## src/design/crcfr_pkg.sv

```systemverilog
// crcfr_pkg: shared types, constants and the crc8 step function for the
// crc8 frame receiver; no dependencies
package crcfr_pkg;

  localparam int unsigned LEN_W = 7;

  localparam logic [7:0] CRC_POLY    = 8'h16;
  localparam logic [7:0] START_BYTE  = 8'hFA;
  localparam logic [7:0] DATA_MARK   = 8'hFB;
  localparam logic [7:0] STOP_BYTE   = 8'hFE;

  localparam logic [1:0] ADDR_MAX_ACCEPT = 2'd0;

  typedef enum logic [2:0] {
    PH_HUNT,
    PH_LEN_LO,
    PH_LEN_HI,
    PH_HDR_CRC,
    PH_DATA_MK,
    PH_PAYLOAD,
    PH_PKT_CRC,
    PH_STOP
  } phase_e;

  typedef enum logic {
    DR_IDLE,
    DR_SHOW
  } drain_e;

  // one verified frame waiting to be drained
  typedef struct packed {
    logic [LEN_W-1:0] len;
    logic             empty;
  } frame_cmd_t;

  function automatic logic [7:0] crc8_step(input logic [7:0] crc, input logic [7:0] b);
    logic [7:0] c;
    c = crc ^ b;
    for (int i = 0; i < 8; i++) begin
      if (c[7]) begin
        c = {c[6:0], 1'b0} ^ CRC_POLY;
      end else begin
        c = {c[6:0], 1'b0};
      end
    end
    return c;
  endfunction

endpackage

```

## src/design/crc8_frame_receiver_unit.sv

```systemverilog
// crc8_frame_receiver_unit: top level of the crc8 frame receiver
// instantiates crcfr_front, crcfr_queue and crcfr_back; uses crcfr_pkg
//
// usage
//   rx channel: one link byte per request (rx_valid_i, rx_byte_i, rx_stall_o)
//   out channel: one payload byte per request of a verified frame, with its
//     frame_len, is_empty and last flags (out_valid_o, out_stall_i)
//   apb port: register 0 at address 0 is max_accept_len (reset 64)
// throughput: one link byte per cycle while hunting and checking, when rx_stall_o
//   is low; a frame request goes into a two-entry queue after its stop byte
// output: with the drain side idle, a stop byte's frame passes the queue entry
//   and read register, then shows one byte per cycle while out_stall_i is low
// stalls: rx_stall_o rises while a payload byte would overwrite the single
//   payload store that the drain side still reads, or when the queue is full
//   at the stop byte; out_stall_i holds the current result steady
// reset: hunting for a start byte, queue empty, no output valid; the
//   payload store needs no clearing
module crc8_frame_receiver_unit import crcfr_pkg::*; #(
  parameter int unsigned MAX_PAYLOAD = 64
) (
  input  logic             clk_i,
  input  logic             rst_ni,
  input  logic             rx_valid_i,
  input  logic [7:0]       rx_byte_i,
  output logic             rx_stall_o,
  output logic             out_valid_o,
  input  logic             out_stall_i,
  output logic [7:0]       data_byte_o,
  output logic [LEN_W-1:0] frame_len_o,
  output logic             is_empty_o,
  output logic             last_o,
  input  logic             psel,
  input  logic             penable,
  input  logic             pwrite,
  input  logic [1:0]       paddr,
  input  logic [31:0]      pwdata,
  output logic [31:0]      prdata,
  output logic             pready
);

  localparam int unsigned AW = (MAX_PAYLOAD > 1) ? $clog2(MAX_PAYLOAD) : 1;

  logic [LEN_W-1:0] max_accept_q;
  logic             wr_en;
  logic [AW-1:0]    wr_addr;
  logic [7:0]       wr_data;
  logic             push, pop;
  frame_cmd_t       push_cmd, head;
  logic             q_empty, q_full;
  logic             back_busy;
  logic             store_busy;

  assign pready = 1'b1;
  assign prdata = (paddr == ADDR_MAX_ACCEPT) ? {{(32-LEN_W){1'b0}}, max_accept_q} : 32'h0;

  always_ff @(posedge clk_i or negedge rst_ni) begin
    if (!rst_ni) begin
      max_accept_q <= LEN_W'(64);
    end else if (psel && penable && pwrite && pready && (paddr == ADDR_MAX_ACCEPT)) begin
      max_accept_q <= pwdata[LEN_W-1:0];
    end
  end

  assign store_busy = back_busy || !q_empty;

  crcfr_front #(.MAX_PAYLOAD(MAX_PAYLOAD), .AW(AW)) u_front (
    .clk_i           (clk_i),
    .rst_ni          (rst_ni),
    .rx_valid_i      (rx_valid_i),
    .rx_byte_i       (rx_byte_i),
    .rx_stall_o      (rx_stall_o),
    .max_accept_len_i(max_accept_q),
    .store_busy_i    (store_busy),
    .q_full_i        (q_full),
    .wr_en_o         (wr_en),
    .wr_addr_o       (wr_addr),
    .wr_data_o       (wr_data),
    .push_o          (push),
    .push_cmd_o      (push_cmd)
  );

  crcfr_queue u_queue (
    .clk_i     (clk_i),
    .rst_ni    (rst_ni),
    .push_i    (push),
    .push_cmd_i(push_cmd),
    .pop_i     (pop),
    .head_o    (head),
    .empty_o   (q_empty),
    .full_o    (q_full)
  );

  crcfr_back #(.MAX_PAYLOAD(MAX_PAYLOAD), .AW(AW)) u_back (
    .clk_i      (clk_i),
    .rst_ni     (rst_ni),
    .wr_en_i    (wr_en),
    .wr_addr_i  (wr_addr),
    .wr_data_i  (wr_data),
    .head_i     (head),
    .q_empty_i  (q_empty),
    .pop_o      (pop),
    .busy_o     (back_busy),
    .out_valid_o(out_valid_o),
    .out_stall_i(out_stall_i),
    .data_byte_o(data_byte_o),
    .frame_len_o(frame_len_o),
    .is_empty_o (is_empty_o),
    .last_o     (last_o)
  );

  a_empty_is_last: assert property (@(posedge clk_i) disable iff (!rst_ni)
    out_valid_o && is_empty_o |-> last_o && (frame_len_o == '0))
    else $error("empty marker without last or with nonzero length");

  a_len_in_range: assert property (@(posedge clk_i) disable iff (!rst_ni)
    out_valid_o && !is_empty_o |-> (frame_len_o != '0) &&
      (frame_len_o <= LEN_W'(MAX_PAYLOAD)))
    else $error("payload result with bad frame length");

  a_no_write_while_drain: assert property (@(posedge clk_i) disable iff (!rst_ni)
    wr_en |-> !back_busy && q_empty)
    else $error("payload store written while a frame is pending");

  a_no_push_when_full: assert property (@(posedge clk_i) disable iff (!rst_ni)
    push |-> !q_full)
    else $error("frame queue overflow");

endmodule

```

## src/design/crcfr_front.sv

```systemverilog
// crcfr_front: frame hunting and checking state machine, writes payload bytes
// into the back part's store and pushes verified frames; uses crcfr_pkg
module crcfr_front import crcfr_pkg::*; #(
  parameter int unsigned MAX_PAYLOAD = 64,
  parameter int unsigned AW          = 6
) (
  input  logic             clk_i,
  input  logic             rst_ni,
  input  logic             rx_valid_i,
  input  logic [7:0]       rx_byte_i,
  output logic             rx_stall_o,
  input  logic [LEN_W-1:0] max_accept_len_i,
  input  logic             store_busy_i,
  input  logic             q_full_i,
  output logic             wr_en_o,
  output logic [AW-1:0]    wr_addr_o,
  output logic [7:0]       wr_data_o,
  output logic             push_o,
  output frame_cmd_t       push_cmd_o
);

  phase_e           phase_q, phase_d;
  logic [7:0]       len_lo_q, len_lo_d;
  logic [LEN_W-1:0] len_q, len_d;
  logic [LEN_W-1:0] fill_q, fill_d;
  logic [7:0]       crc_q, crc_d;
  logic             accept;
  logic [LEN_W-1:0] fill_inc;
  logic [7:0]       crc_next;

  assign rx_stall_o = ((phase_q == PH_PAYLOAD) && store_busy_i) ||
                      ((phase_q == PH_STOP) && q_full_i);
  assign accept     = rx_valid_i && !rx_stall_o;
  assign fill_inc   = fill_q + LEN_W'(1);
  assign crc_next   = crc8_step(crc_q, rx_byte_i);

  assign wr_en_o    = accept && (phase_q == PH_PAYLOAD);
  assign wr_addr_o  = fill_q[AW-1:0];
  assign wr_data_o  = rx_byte_i;

  always_ff @(posedge clk_i or negedge rst_ni) begin
    if (!rst_ni) begin
      phase_q  <= PH_HUNT;
      len_lo_q <= '0;
      len_q    <= '0;
      fill_q   <= '0;
      crc_q    <= '0;
    end else begin
      phase_q  <= phase_d;
      len_lo_q <= len_lo_d;
      len_q    <= len_d;
      fill_q   <= fill_d;
      crc_q    <= crc_d;
    end
  end

  always_comb begin
    phase_d    = phase_q;
    len_lo_d   = len_lo_q;
    len_d      = len_q;
    fill_d     = fill_q;
    crc_d      = crc_q;
    push_o     = 1'b0;
    push_cmd_o = '{len: len_q, empty: (len_q == '0)};
    if (accept) begin
      unique case (phase_q)
        PH_HUNT: begin
          if (rx_byte_i == START_BYTE) begin
            crc_d   = crc8_step(8'h00, rx_byte_i);
            phase_d = PH_LEN_LO;
          end
        end
        PH_LEN_LO: begin
          len_lo_d = rx_byte_i;
          crc_d    = crc_next;
          phase_d  = PH_LEN_HI;
        end
        PH_LEN_HI: begin
          crc_d = crc_next;
          len_d = len_lo_q[LEN_W-1:0];
          if ({rx_byte_i, len_lo_q} > 16'(MAX_PAYLOAD)) begin
            phase_d = PH_HUNT;
          end else begin
            phase_d = PH_HDR_CRC;
          end
        end
        PH_HDR_CRC: begin
          if (rx_byte_i == crc_q) begin
            crc_d   = crc_next;
            phase_d = PH_DATA_MK;
          end else begin
            phase_d = PH_HUNT;
          end
        end
        PH_DATA_MK: begin
          if (rx_byte_i == DATA_MARK) begin
            crc_d   = crc_next;
            fill_d  = '0;
            phase_d = (len_q == '0) ? PH_PKT_CRC : PH_PAYLOAD;
          end else begin
            phase_d = PH_HUNT;
          end
        end
        PH_PAYLOAD: begin
          fill_d = fill_inc;
          crc_d  = crc_next;
          if (fill_inc >= len_q) begin
            phase_d = PH_PKT_CRC;
          end
        end
        PH_PKT_CRC: begin
          phase_d = (rx_byte_i == crc_q) ? PH_STOP : PH_HUNT;
        end
        PH_STOP: begin
          push_o  = (rx_byte_i == STOP_BYTE) && (len_q <= max_accept_len_i);
          phase_d = PH_HUNT;
        end
        default: begin
          phase_d = PH_HUNT;
        end
      endcase
    end
  end

endmodule

```

## src/design/crcfr_queue.sv

```systemverilog
// crcfr_queue: two-entry queue of verified frame requests between the front
// and back parts; uses crcfr_pkg
module crcfr_queue import crcfr_pkg::*; (
  input  logic       clk_i,
  input  logic       rst_ni,
  input  logic       push_i,
  input  frame_cmd_t push_cmd_i,
  input  logic       pop_i,
  output frame_cmd_t head_o,
  output logic       empty_o,
  output logic       full_o
);

  frame_cmd_t entry_q [2];
  logic       wptr_q, rptr_q;
  logic [1:0] count_q;

  assign head_o  = entry_q[rptr_q];
  assign empty_o = (count_q == 2'd0);
  assign full_o  = (count_q == 2'd2);

  always_ff @(posedge clk_i) begin
    if (push_i) begin
      entry_q[wptr_q] <= push_cmd_i;
    end
  end

  always_ff @(posedge clk_i or negedge rst_ni) begin
    if (!rst_ni) begin
      wptr_q  <= 1'b0;
      rptr_q  <= 1'b0;
      count_q <= 2'd0;
    end else begin
      if (push_i) begin
        wptr_q <= ~wptr_q;
      end
      if (pop_i) begin
        rptr_q <= ~rptr_q;
      end
      unique case ({push_i, pop_i})
        2'b10:   count_q <= count_q + 2'd1;
        2'b01:   count_q <= count_q - 2'd1;
        default: count_q <= count_q;
      endcase
    end
  end

endmodule

```

## src/design/crcfr_back.sv

```systemverilog
// crcfr_back: payload store and drain sequencer that emits the stored bytes
// of each verified frame; uses crcfr_pkg
module crcfr_back import crcfr_pkg::*; #(
  parameter int unsigned MAX_PAYLOAD = 64,
  parameter int unsigned AW          = 6
) (
  input  logic             clk_i,
  input  logic             rst_ni,
  input  logic             wr_en_i,
  input  logic [AW-1:0]    wr_addr_i,
  input  logic [7:0]       wr_data_i,
  input  frame_cmd_t       head_i,
  input  logic             q_empty_i,
  output logic             pop_o,
  output logic             busy_o,
  output logic             out_valid_o,
  input  logic             out_stall_i,
  output logic [7:0]       data_byte_o,
  output logic [LEN_W-1:0] frame_len_o,
  output logic             is_empty_o,
  output logic             last_o
);

  logic [7:0]       mem_q [MAX_PAYLOAD];
  logic [7:0]       rd_data_q;
  drain_e           state_q, state_d;
  logic [LEN_W-1:0] idx_q, idx_d;
  logic [LEN_W-1:0] len_q, len_d;
  logic             empty_q, empty_d;
  logic             rd_en;
  logic [LEN_W-1:0] rd_idx;
  logic             is_last;

  always_ff @(posedge clk_i) begin
    if (wr_en_i) begin
      mem_q[wr_addr_i] <= wr_data_i;
    end
    if (rd_en) begin
      rd_data_q <= mem_q[rd_idx[AW-1:0]];
    end
  end

  always_ff @(posedge clk_i or negedge rst_ni) begin
    if (!rst_ni) begin
      state_q <= DR_IDLE;
      idx_q   <= '0;
      len_q   <= '0;
      empty_q <= 1'b0;
    end else begin
      state_q <= state_d;
      idx_q   <= idx_d;
      len_q   <= len_d;
      empty_q <= empty_d;
    end
  end

  assign is_last = empty_q || (idx_q == len_q - LEN_W'(1));

  always_comb begin
    state_d     = state_q;
    idx_d       = idx_q;
    len_d       = len_q;
    empty_d     = empty_q;
    pop_o       = 1'b0;
    rd_en       = 1'b0;
    rd_idx      = '0;
    out_valid_o = 1'b0;
    unique case (state_q)
      DR_IDLE: begin
        if (!q_empty_i) begin
          pop_o   = 1'b1;
          rd_en   = 1'b1;
          idx_d   = '0;
          len_d   = head_i.len;
          empty_d = head_i.empty;
          state_d = DR_SHOW;
        end
      end
      DR_SHOW: begin
        out_valid_o = 1'b1;
        if (!out_stall_i) begin
          if (is_last) begin
            state_d = DR_IDLE;
          end else begin
            idx_d  = idx_q + LEN_W'(1);
            rd_idx = idx_q + LEN_W'(1);
            rd_en  = 1'b1;
          end
        end
      end
      default: state_d = DR_IDLE;
    endcase
  end

  assign busy_o      = (state_q == DR_SHOW);
  assign data_byte_o = empty_q ? 8'h00 : rd_data_q;
  assign frame_len_o = len_q;
  assign is_empty_o  = empty_q;
  assign last_o      = is_last;

endmodule

```

## config.mk

```make
export PLATFORM = sky130hd
export DESIGN_NAME = crc8_frame_receiver_unit
export DESIGN_NICKNAME = d
export VERILOG_FILES = /design/src/design/crcfr_pkg.sv /design/src/design/crc8_frame_receiver_unit.sv /design/src/design/crcfr_front.sv /design/src/design/crcfr_queue.sv /design/src/design/crcfr_back.sv
export SDC_FILE = /design/constraint.sdc
export NUM_CORES = 1
export LEC_CHECK = 0
export BUFFER_PORTS_ARGS = -buffer_cell sky130_fd_sc_hd__buf_2
export CAP_MARGIN = 30
export CORE_MARGIN = 2
export CORE_UTILIZATION = 35
export DETAILED_ROUTE_END_ITERATION = 16
export HOLD_SLACK_MARGIN = 0.02
export MAX_ROUTING_LAYER = met4
export SLEW_MARGIN = 20
export SYNTH_ARGS = -nofsm -noshare
export SYNTH_HDL_FRONTEND = slang
export SYNTH_SLANG_ARGS = --single-unit
```

## constraint.sdc

```tcl
create_clock -name clk_i -period 3.5 [get_ports clk_i]
set_input_delay 0.35 -clock clk_i [delete_from_list [all_inputs] [get_ports clk_i]]
set_output_delay 0.35 -clock clk_i [all_outputs]
set_load 0.01 [all_outputs]
```

## Word level (Yosys, flattened, before mapping)

Memory sizes are Yosys's and may differ from the RTL's. A register that Yosys moved wholly into a read port is not among the register bits.
Index checks and enable logic that the tools add are counted.

- Memory bits (writable): 528
- Flip-flop bits (word level): 52
- Memory bits (read-only): 0
- Input port bits: 49
- Output and inout port bits: 52
- Memories: 2
- Bits in latches: 0

Memory list:

| name | depth | width | rd ports | clocked after Yosys merged registers in | wr ports | RTL line | source |
|---|---|---|---|---|---|---|---|
| u_back.mem_q | 64 | 8 | 1 | 1 | 1 | crcfr_back.sv:24 | `logic [7:0] mem_q [MAX_PAYLOAD];` |
| u_queue.entry_q | 2 | 8 | 1 | 1 | 1 | crcfr_queue.sv:14 | `frame_cmd_t entry_q [2];` |

- Bitwise operators: 21
- Multiply operators: 0
- Reductions and logical operators: 29
- Add/sub/neg operators: 5
- Muxes and demuxes: 75
- Equality and inequality tests: 22
- Div/mod/pow operators: 0
- Shift operators: 0
- Magnitude comparators: 3

Operators by type and width:

| operator | number |
|---|---|
| $mux 8 | 25 |
| $mux 5 | 16 |
| $not 3->3 | 16 |
| $mux 7 | 5 |
| $pmux 8 s4 | 1 |
| $pmux 7 s2 | 2 |
| $eq 8x8->1 const B | 3 |
| $pmux 3 s8 | 1 |
| $mux 6 | 3 |
| $gt 16x7->1 const B | 1 |
| $mux 3 | 5 |
| $add 7x1->7 const B | 2 |
| $eq 3x3->1 const B | 4 |
| $mux 1 | 12 |
| $reduce_and 3->1 | 3 |
| $eq 8x8->1 | 1 |
| $logic_and 1x1->1 | 8 |
| $ne 2x2->1 const B | 4 |
| $xor 8x8->8 | 1 |
| $eq 7x7->1 | 1 |
| $ge 7x7->1 | 1 |
| $le 7x7->1 | 1 |
| $logic_not 7->1 | 1 |
| $sub 7x1->7 const B | 1 |
| other kinds (20) | 37 |

## Depth between registers and ports, before layout

Gate-level depths: netlist of run 1.

- Depth in word-level cells: 42
- Mapped depth: 15
- Depth with buffers taken out: 14

## Cells and area by module

A second synthesis of run 1 with hierarchy kept.

- Cells, all modules: 1785
- Area total of the unflattened synthesis: 25254.2 µm²

By module, submodules not included:

| module | times used | cells each | area an instance (µm²) | sequential area each (µm²) |
|---|---|---|---|---|
| crcfr_back | 1 | 1425 | 21408.0 | 16015.4 |
| crcfr_front | 1 | 267 | 2534.9 | 800.8 |
| crcfr_queue | 1 | 41 | 762.0 | 580.6 |
| crc8_frame_receiver_unit | 1 | 52 | 549.3 | 176.4 |

## Least setup slack after synthesis of run 1

Ideal clock, no wire load.

- Path type: register to register
- Start point: register u_back.len_q[0] (netlist: u_back.frame_len_o[0])
- End point: register u_back.rd_data_q[6], read port of u_back.mem_q, data pin
- Cell stages (with the launch flop): 15
- Path buffers: 3
- Setup slack: 0.118 ns
- Setup time: 0.273 ns
- Arrival: 3.109 ns
- Clock period less this slack: 3.382 ns
- Required time: 3.227 ns
- Path through: dfrtp_1 > buf_2 > inv_1 > ha_1 > o21bai_1 > a211o_1 > and4b_1 > buf_6 > o31ai_4 > buf_6 > mux2_1 > o22ai_1 > nor3_1 > a221oi_1 > a32oi_1

- Cells in the longest elaborated chain, start to end: 6

Ends and longest elaborated chain:

| element | RTL line | source |
|---|---|---|
| start, declared | crcfr_back.sv:28 | `logic [LEN_W-1:0] len_q, len_d;` |
| start signal, assigned | crcfr_back.sv:52 | `len_q <= len_d;` |
| $sub 7x1->7 (*) | crcfr_back.sv:57 | `assign is_last = empty_q \|\| (idx_q == len_q - LEN_W'(1));` |
| $eq 7x7->1 (*) | crcfr_back.sv:57 |  |
| $logic_or 1x1->1 (*) | crcfr_back.sv:57 |  |
| $mux 1 / $mux 6 (equally long branches) | crcfr_back.sv:82 | `if (is_last) begin` |
| $mux 1 / $mux 6 (equally long branches) | crcfr_back.sv:81 | `if (!out_stall_i) begin` |
| $pmux 1 s2 / $mux 6 (equally long branches) | crcfr_back.sv:68 | `unique case (state_q)` |
| end, declared | crcfr_back.sv:25 | `logic [7:0] rd_data_q;` |

Every way passes the cells marked *; elsewhere a longest branch is shown, timed or not.
A chain may end at the register's enable or synchronous reset.

## Final worst setup path of run 1

- Start point: register u_back.len_q[0] (netlist: u_back.frame_len_o[0])
- End point: register u_back.rd_data_q[0], read port of u_back.mem_q, data pin

The elaborated chain is that of the path after synthesis.

==> summary.md, run 1 <==
| Metric | Value |
|---|---|
| CTS tree | done |
| Power Total | 0.0180 W |
| Cell Area, Synth | 24900 sq um |
| Largest net degree at the start of global routing | 68 |
| Reg clk slew, reported paths | 0.06 ns |
| Max Clk Rate | 296 MHz |
| Endpoint class of the critical path | flip-flop |
| Status | complete, no violations |
| DRC | 0 |
| Fin. max-slew vios | 0 |
| Reg2reg setup slack | 0.12 ns |
| Root Driver | clkbuf_16 |
| Fin nets | 2026 |
| Largest family of logic cells by synthesized area | compound AO/OA/AOI/OAI gates |
| Total number of vias | 15400 |
| Min Tclk post-route | 3.38 ns |
| ANT nets after route | 0 |
| R2R cell count | 13 |
| WL final | 64.5 mm |
| Most used cell, CP | buf_4 |
| Crit-path max FO | 12 |
| Yosys warns | 0 |
| Adder-Cell Fraction of Synth Area | 0.0111 |
| Vias in the first global route | 15300 |
| Crit path cell chain | inv_1 > ha_2 > nand4bb_1 > a211oi_2 > o311ai_4 > o31ai_4 > buf_4 > clkbuf_16 > mux2i_1 > a211oi_1 > buf_4 > o22ai_1 > a32oi_1 |
| Synth area leader | edfxtp_1 |
| I/O pins | 101 |
| Cells after synthesis | 1784 |
| EDFF count, synth | 536 |
| Total congestion overflow | 0 |
| Setup Viol. Count Final | 0 |
| Worst reg2reg startpoint | u_back.frame_len_o[0] |
| Die ar. | 73300 sq um |
| Fin crit share | 0.965 |
| Yosys reg bits | 595 |
| Via-to-Cell Ratio | 5.21 |
| Worst skew pair latency | 0.63 ns |
| Worst hold margin | 0.126 ns |
| Peak supply drop | 0.367 mV |
| Post-Synth Simple-Gate Area | 0.0891 |
| First DRT Iteration DRCs | 1537 |
| Leakage | 10.0 nW |
| Hold crit path type | input port to flip-flop |
| Syn Area/Cell | 14.0 sq um |
| GP Congestion | 0.839 |
| First-pass GRT wire length | 96.0 mm |
| Power per cell area | 618 nW/um^2 |
| Synth top area cells | edfxtp_1, dfrtp_1, nand2_1, mux2_2, nor2_1 |
| Clk sinks | 595 |
| Count of standard-cell rows | 97 |
| Final setup skew | 0.0218 ns |
| CP max-delay cell | dfrtp_1 |
| Final Hold Viols | 0 |
| First-pass DRT Iterations | 7 |
| Mux cell area share after synthesis | 0.0473 |
| Die W | 271 um |
| Min-Delay Path Depth | 2 |
| P&R area growth vs syn | 17.3% |
| Number of max-cap violations | 0 |
| CORE AREA | 70300 sq um |
| Worst hold start | rx_byte_i[7] |
| Ys async rst share | 0.0992 |
| Htree depth | 2 |
| Seq/Total Area, Yosys | 0.706 |
| Hpwl dp | 41.1 mm |
| Rel. slew slack | 0.387 |
| Initial Utilization | 0.354 |
| Hold Crit Endpoint | u_front.len_lo_q[7] |
| CTS Buf Count | 60 |
| Number of library cell types mapped by synthesis | 71 |
| Crit Path Category | flip-flop to flip-flop |
| CP max stage delay | 0.38 ns |
| Worst Tran Pin Value | 0.919 ns |
| Die Ht | 271 um |
| CTS Buffer Depth | 3 |
| Top FF cell, synth | edfxtp_1 |
| RR Endpoint | u_back.rd_data_q[0] |
| CP arrival | 3.73 ns |
| Share of the synthesized area in the top cell type | 0.646 |
| Initial antenna violation count | 6 |
| Required @ worst endpoint | 3.85 ns |
| Avg WL per Cell | 21.9 um |
| Share of layout cells above drive strength 1 | 0.183 |
| XOR/XNOR Fraction of Synth Area | 0.0222 |
| Critical Path Start Type | flip-flop |
| Overall routing resource usage | 0.179 |
| Compound-Gate Fraction of Synth Area | 0.0947 |
| # port buffers | 49 |
registers in the layout, indices dropped and copies added, names as in the netlist, 8 cells and up:
signal	flops
u_queue.entry_q	16
u_back.rd_data_q	8
u_front.len_lo_q	8
u_back.mem_q	512
Yosys cell counts, drive strengths merged (5+ instances only):
cell	number
buf	59
mux2i	40
nand2b	6
inv	29
xnor2	49
nor2b	16
o221ai	39
mux2	69
a32oi	14
a221oi	8
edfxtp	536
o21ai	99
dfrtp	58
o22ai	50
a211oi	24
nor2	142
or3	7
o31ai	5
a31oi	27
a22o	6
a21oi	39
xor2	14
nor3	44
a32o	7
nand4	11
ha	22
clkbuf	64
nand2	187
nand3	54
report_power, final:
group          total [W]  internal (W)  leakage [nW]  switching (W)
Sequential       0.00827       0.00801          5.57       0.000259
Combinational    0.00349       0.00135          3.53        0.00214
Clock            0.00629       0.00358         0.936        0.00271
layout make-up:
class                   count  area, sq um
diodes                      4         10.0
clock buffers              77         1590
clock inverters            37          334
fillers                  6358        41100
inverters                  29          109
multi-input cells        1061         6770
flip-flops and latches    595        17600
well taps                 940         1180
repair buffers            208         1640
cell usage in the layout (no fill, tap or decap), drive strengths merged, types with 8 or more instances in the layout:
cell type	count
buf	198
mux2i	40
a32oi	14
nor3	44
xnor2	49
edfxtp	536
nor2b	16
nand3	54
nor2	142
dlygate4sd3	9
a211oi	24
clkinv	27
dfrtp	58
o221ai	39
a31oi	27
ha	22
nand2	187
nand4	11
a221oi	8
clkbuf	78
conb	26
o21ai	99
xor2	14
a21oi	39
mux2	69
o22ai	50
inv	32
worst max-delay path by stage:
stage	to	cells past startpoint	start	slack (ns)
6_report	u_back.rd_data_q[0]	13	u_back.frame_len_o[0]	0.12
5_1_grt	u_back.rd_data_q[0]	10	u_back.frame_len_o[2]	-0.0006
2_1_floorplan	u_back.rd_data_q[6]	14	u_back.frame_len_o[0]	0.12
3_5_place_dp	u_back.rd_data_q[0]	13	u_back.frame_len_o[0]	0.01
3_3_place_gp	u_back.rd_data_q[0]	13	u_back.frame_len_o[0]	0.02
4_1_cts	u_back.rd_data_q[0]	13	u_back.frame_len_o[0]	0.01
cells by family (layout without fill, tap and decap cells):
logic type,count (synthesis),count (layout)
other,2,30
and+or+nand+nor,496,496
AOI/OAI and AO/OA,345,345
DFF,595,595
muxes,109,109
adders and majority gates,22,22
xor gates and xnor gates,63,63
buffers and inverters,152,351
worst max-delay path, delay by kind of cell (launching register included):
kind / cells / cell delay (ns)
AND/OR/NAND/NOR: 1 / 0.14
buffers and inverters: 4 / 0.62
flip-flops: 1 / 0.38
AO/OA/AOI/OAI: 6 / 1.51
multiplexers: 1 / 0.23
adder cells (fa/ha/maj): 1 / 0.22
per-stage QoR:
step	worst slack, ns	cell area, sq um	TNS, ns	util	std cells
finish	0.121	29200	0	0.416	2951
global route	-0.000618	29200	-0.000618	0.416	2949
CTS	0.0140	29100	0	0.414	2944
detailed placement	0.0119	27100	0	0.386	2821
global placement	0.0223	27100	0	0.386	2821
floorplan	0.118	25000	0	-	1808
layer usage:
layer  track usage  part of all wire  vias to the layer above
met3        0.0322             0.073                      101
li1              -                 -                     7083
met5             -                 0                        -
met4        0.0544             0.028                        0
met1         0.231              0.42                     7660
met2         0.287              0.48                      543
timing repair:
item,4_1_cts,5_1_grt
setup buffers,0,1
hold buffers,9,0
gates resized for setup,0,10
hold endpoints to repair,38,0
endpoints found under the setup margin,0,8
(Power assumes the default switching activity.)
==> run 2, diff against run 1 <==
--- a/config.mk
+++ b/config.mk
@@ -12,7 +12,7 @@
 export DETAILED_ROUTE_END_ITERATION = 16
 export HOLD_SLACK_MARGIN = 0.02
 export MAX_ROUTING_LAYER = met4
-export SLEW_MARGIN = 20
+export PLACE_DENSITY = 0.58
 export SYNTH_ARGS = -nofsm -noshare
 export SYNTH_HDL_FRONTEND = slang
 export SYNTH_SLANG_ARGS = --single-unit
==> run 2 against run 1 <==
  * Clock skew is 0.0058 ns lower
  * Cell count is 0.10% higher
  * Final area is 0.41% higher
  * Wire length is 0.45% higher
  * First-iteration DRC count is 25% lower
  * Combinational power is 1% higher
  * Sequential share of layout area is 0.24 points lower
  * Flip-flop and latch count stayed put
  * Worst setup slack worse by 0.0030 ns
  * Critical path depth is 2 higher
  * Maximum frequency hardly changed
  * Die area stayed put
  * Critical path type unchanged
==> summary.md, run 2 (same netlist as run 1, synthesis figures left out) <==
| Metric | Value |
|---|---|
| P&R area growth vs syn | 17.8% |
| First-pass DRT Iterations | 5 |
| Total number of vias | 15300 |
| Fin. max-slew vios | 0 |
| R2R cell count | 15 |
| Avg WL per Cell | 21.9 um |
| CORE AREA | 70300 sq um |
| Sequential power share | 0.466 |
| Count of standard-cell rows | 97 |
| Total congestion overflow | 0 |
| Delay-heaviest family, CP | compound AO/OA/AOI/OAI gates |
| Root Driver | clkbuf_16 |
| CTS Buf Count | 59 |
| Share of layout cells above drive strength 1 | 0.195 |
| Placed inst area | 27200 sq um |
| Leakage | 10.1 nW |
| # port buffers | 49 |
| I/O pins | 101 |
| Final setup skew | 0.0161 ns |
| Worst Tran Pin Value | 0.911 ns |
| CTS tree | done |
| Die ar. | 73300 sq um |
| Htree depth | 2 |
| DRC | 0 |
| Peak supply drop | 0.414 mV |
| Number of stages on the worst setup path | 15 |
| Crit path cell chain | inv_1 > ha_4 > nand4bb_1 > a211oi_2 > o311ai_4 > o31ai_4 > buf_6 > buf_12 > buf_4 > clkbuf_16 > mux2_1 > o22ai_1 > nor3_1 > nor2_1 > a32oi_1 |
| Setup Viol. Count Final | 0 |
| Max Clk Rate | 296 MHz |
| Power Total | 0.0178 W |
| Commonest non-fill, non-tap cell in the layout | edfxtp_1 |
| Crit-path max FO | 12 |
| Final Hold Viols | 0 |
| Critical Path Start Type | flip-flop |
| Switching share of total power | 0.286 |
| Die W | 271 um |
| Number of max-cap violations | 0 |
| WL final | 64.8 mm |
| Clk sinks | 595 |
| Rel. slew slack | 0.391 |
| Min Tclk post-route | 3.38 ns |
| Required @ worst endpoint | 3.86 ns |
| Min-Delay Path Depth | 1 |
| ANT nets after route | 0 |
| CP max stage delay | 0.38 ns |
| Reg clk slew, reported paths | 0.06 ns |
| Crit Path Category | flip-flop to flip-flop |
| Vias in the first global route | 15100 |
| CP max-delay cell | dfrtp_1 |
| Largest registers | u_back.mem_q: 512 flops, u_queue.entry_q: 16 flops |
| CP arrival | 3.75 ns |
| First-pass GRT wire length | 96.0 mm |
| Power per cell area | 606 nW/um^2 |
| Die Ht | 271 um |
| Overall routing resource usage | 0.179 |
| Initial antenna violation count | 5 |
| Psw | 0.00508 W |
| Hpwl dp | 41.8 mm |
| Finished Cell Area | 29300 sq um |
| CTS Buffer Depth | 3 |
| Crit path buf inv count | 5 |
| Fin crit share | 0.966 |
| Worst skew pair latency | 0.63 ns |
| Hold crit path type | input port to flip-flop |
| Largest net degree at the start of global routing | 69 |
| Fin nets | 2033 |
| P_int | 0.0127 W |
| Endpoint class of the critical path | flip-flop |
| Clock power frac | 0.335 |
| Commonest cells after routing, fill and taps aside | edfxtp_1, nand2_1, nor2_1, buf_4, o21ai_0 |
| Via-to-Cell Ratio | 5.17 |
| Initial Utilization | 0.354 |
| First DRT Iteration DRCs | 1150 |
| Max FFs per register | 512 |
| Status | complete, no violations |
| Power share of the combinational group | 0.199 |
| Top reg by flops | u_back.mem_q |
| GP Congestion | 0.847 |
run 2: routing by layer:
| metal | part of all wire | vias up | global-route usage |
|---|---|---|---|
| li1 | - | 7085 | - |
| met1 | 0.42 | 7637 | 0.227 |
| met2 | 0.49 | 455 | 0.290 |
| met3 | 0.068 | 109 | 0.0333 |
| met4 | 0.029 | 0 | 0.0589 |
| met5 | 0 | - | - |
run 2: worst paths after layout:
kind                                        from                  end  slack (ns)
hold / removal                      rx_byte_i[6]  u_back.mem_q[39][6]        0.13
max in group asynchronous                 rst_ni    u_front.fill_q[3]        2.32
setup / recovery           u_back.frame_len_o[1]  u_back.rd_data_q[7]        0.12
setup reg to reg           u_back.frame_len_o[1]  u_back.rd_data_q[7]        0.12
min in group asynchronous                 rst_ni      max_accept_q[3]        0.32
hold reg to reg                  max_accept_q[3]      max_accept_q[3]        0.50
run 2: cell type report:
class	instances	area (sq um)
Antenna cell	3	7.51
Clock buffer	67	1530
Clock inverter	43	303
Fill cell	6364	40900
Inverter	29	109
Multi-Input combinational cell	1061	6850
Sequential cell	595	17600
Tap cell	940	1180
Timing Repair Buffer	216	1780
run 2: stage by stage:
stage | utilization | TNS, ns | setup WS, ns | hold slack [ns] | cells
after floorplan | - | 0 | 0.118 | 0.0544 | 1808
after global routing | 0.417 | -0.0519 | -0.0305 | 0.127 | 2952
after global placement | 0.387 | -0.169 | -0.0870 | 0.440 | 2827
final | 0.417 | 0 | 0.118 | 0.133 | 2954
after CTS | 0.415 | 0 | 0.0124 | 0.105 | 2948
after detailed placement | 0.387 | -0.691 | -0.156 | 0.451 | 2827
run 2: power groups by stage:
stage	registers [W]	clock network [W]	logic (W)
after floorplan	0.00827	0	0.00231
after CTS	0.00828	0.00608	0.00353
after detailed placement	0.00842	0	0.00348
final	0.00828	0.00596	0.00354
after global routing	0.00832	0.00634	0.00389
after global placement	0.00842	0	0.00343
run 2: worst reg2reg max path: stages, from the launching register on:
cell and delay, ns:
dfrtp_1 0.38, inv_1 0.10, ha_4 0.17, nand4bb_1 0.12
a211oi_2 0.35, o311ai_4 0.20, o31ai_4 0.28, buf_6 0.17
buf_12 0.16, buf_4 0.15, clkbuf_16 0.19, mux2_1 0.34
o22ai_1 0.16, nor3_1 0.07, nor2_1 0.20, a32oi_1 0.09
run 2: timing repair:
item,4_1_cts,5_1_grt
setup endpoints to repair,9,9
pin swaps,2,9
gates cloned,1,1
buffers inserted,1,2
resized for setup,8,25
hold endpoints to repair,37,0
hold buffers,9,0
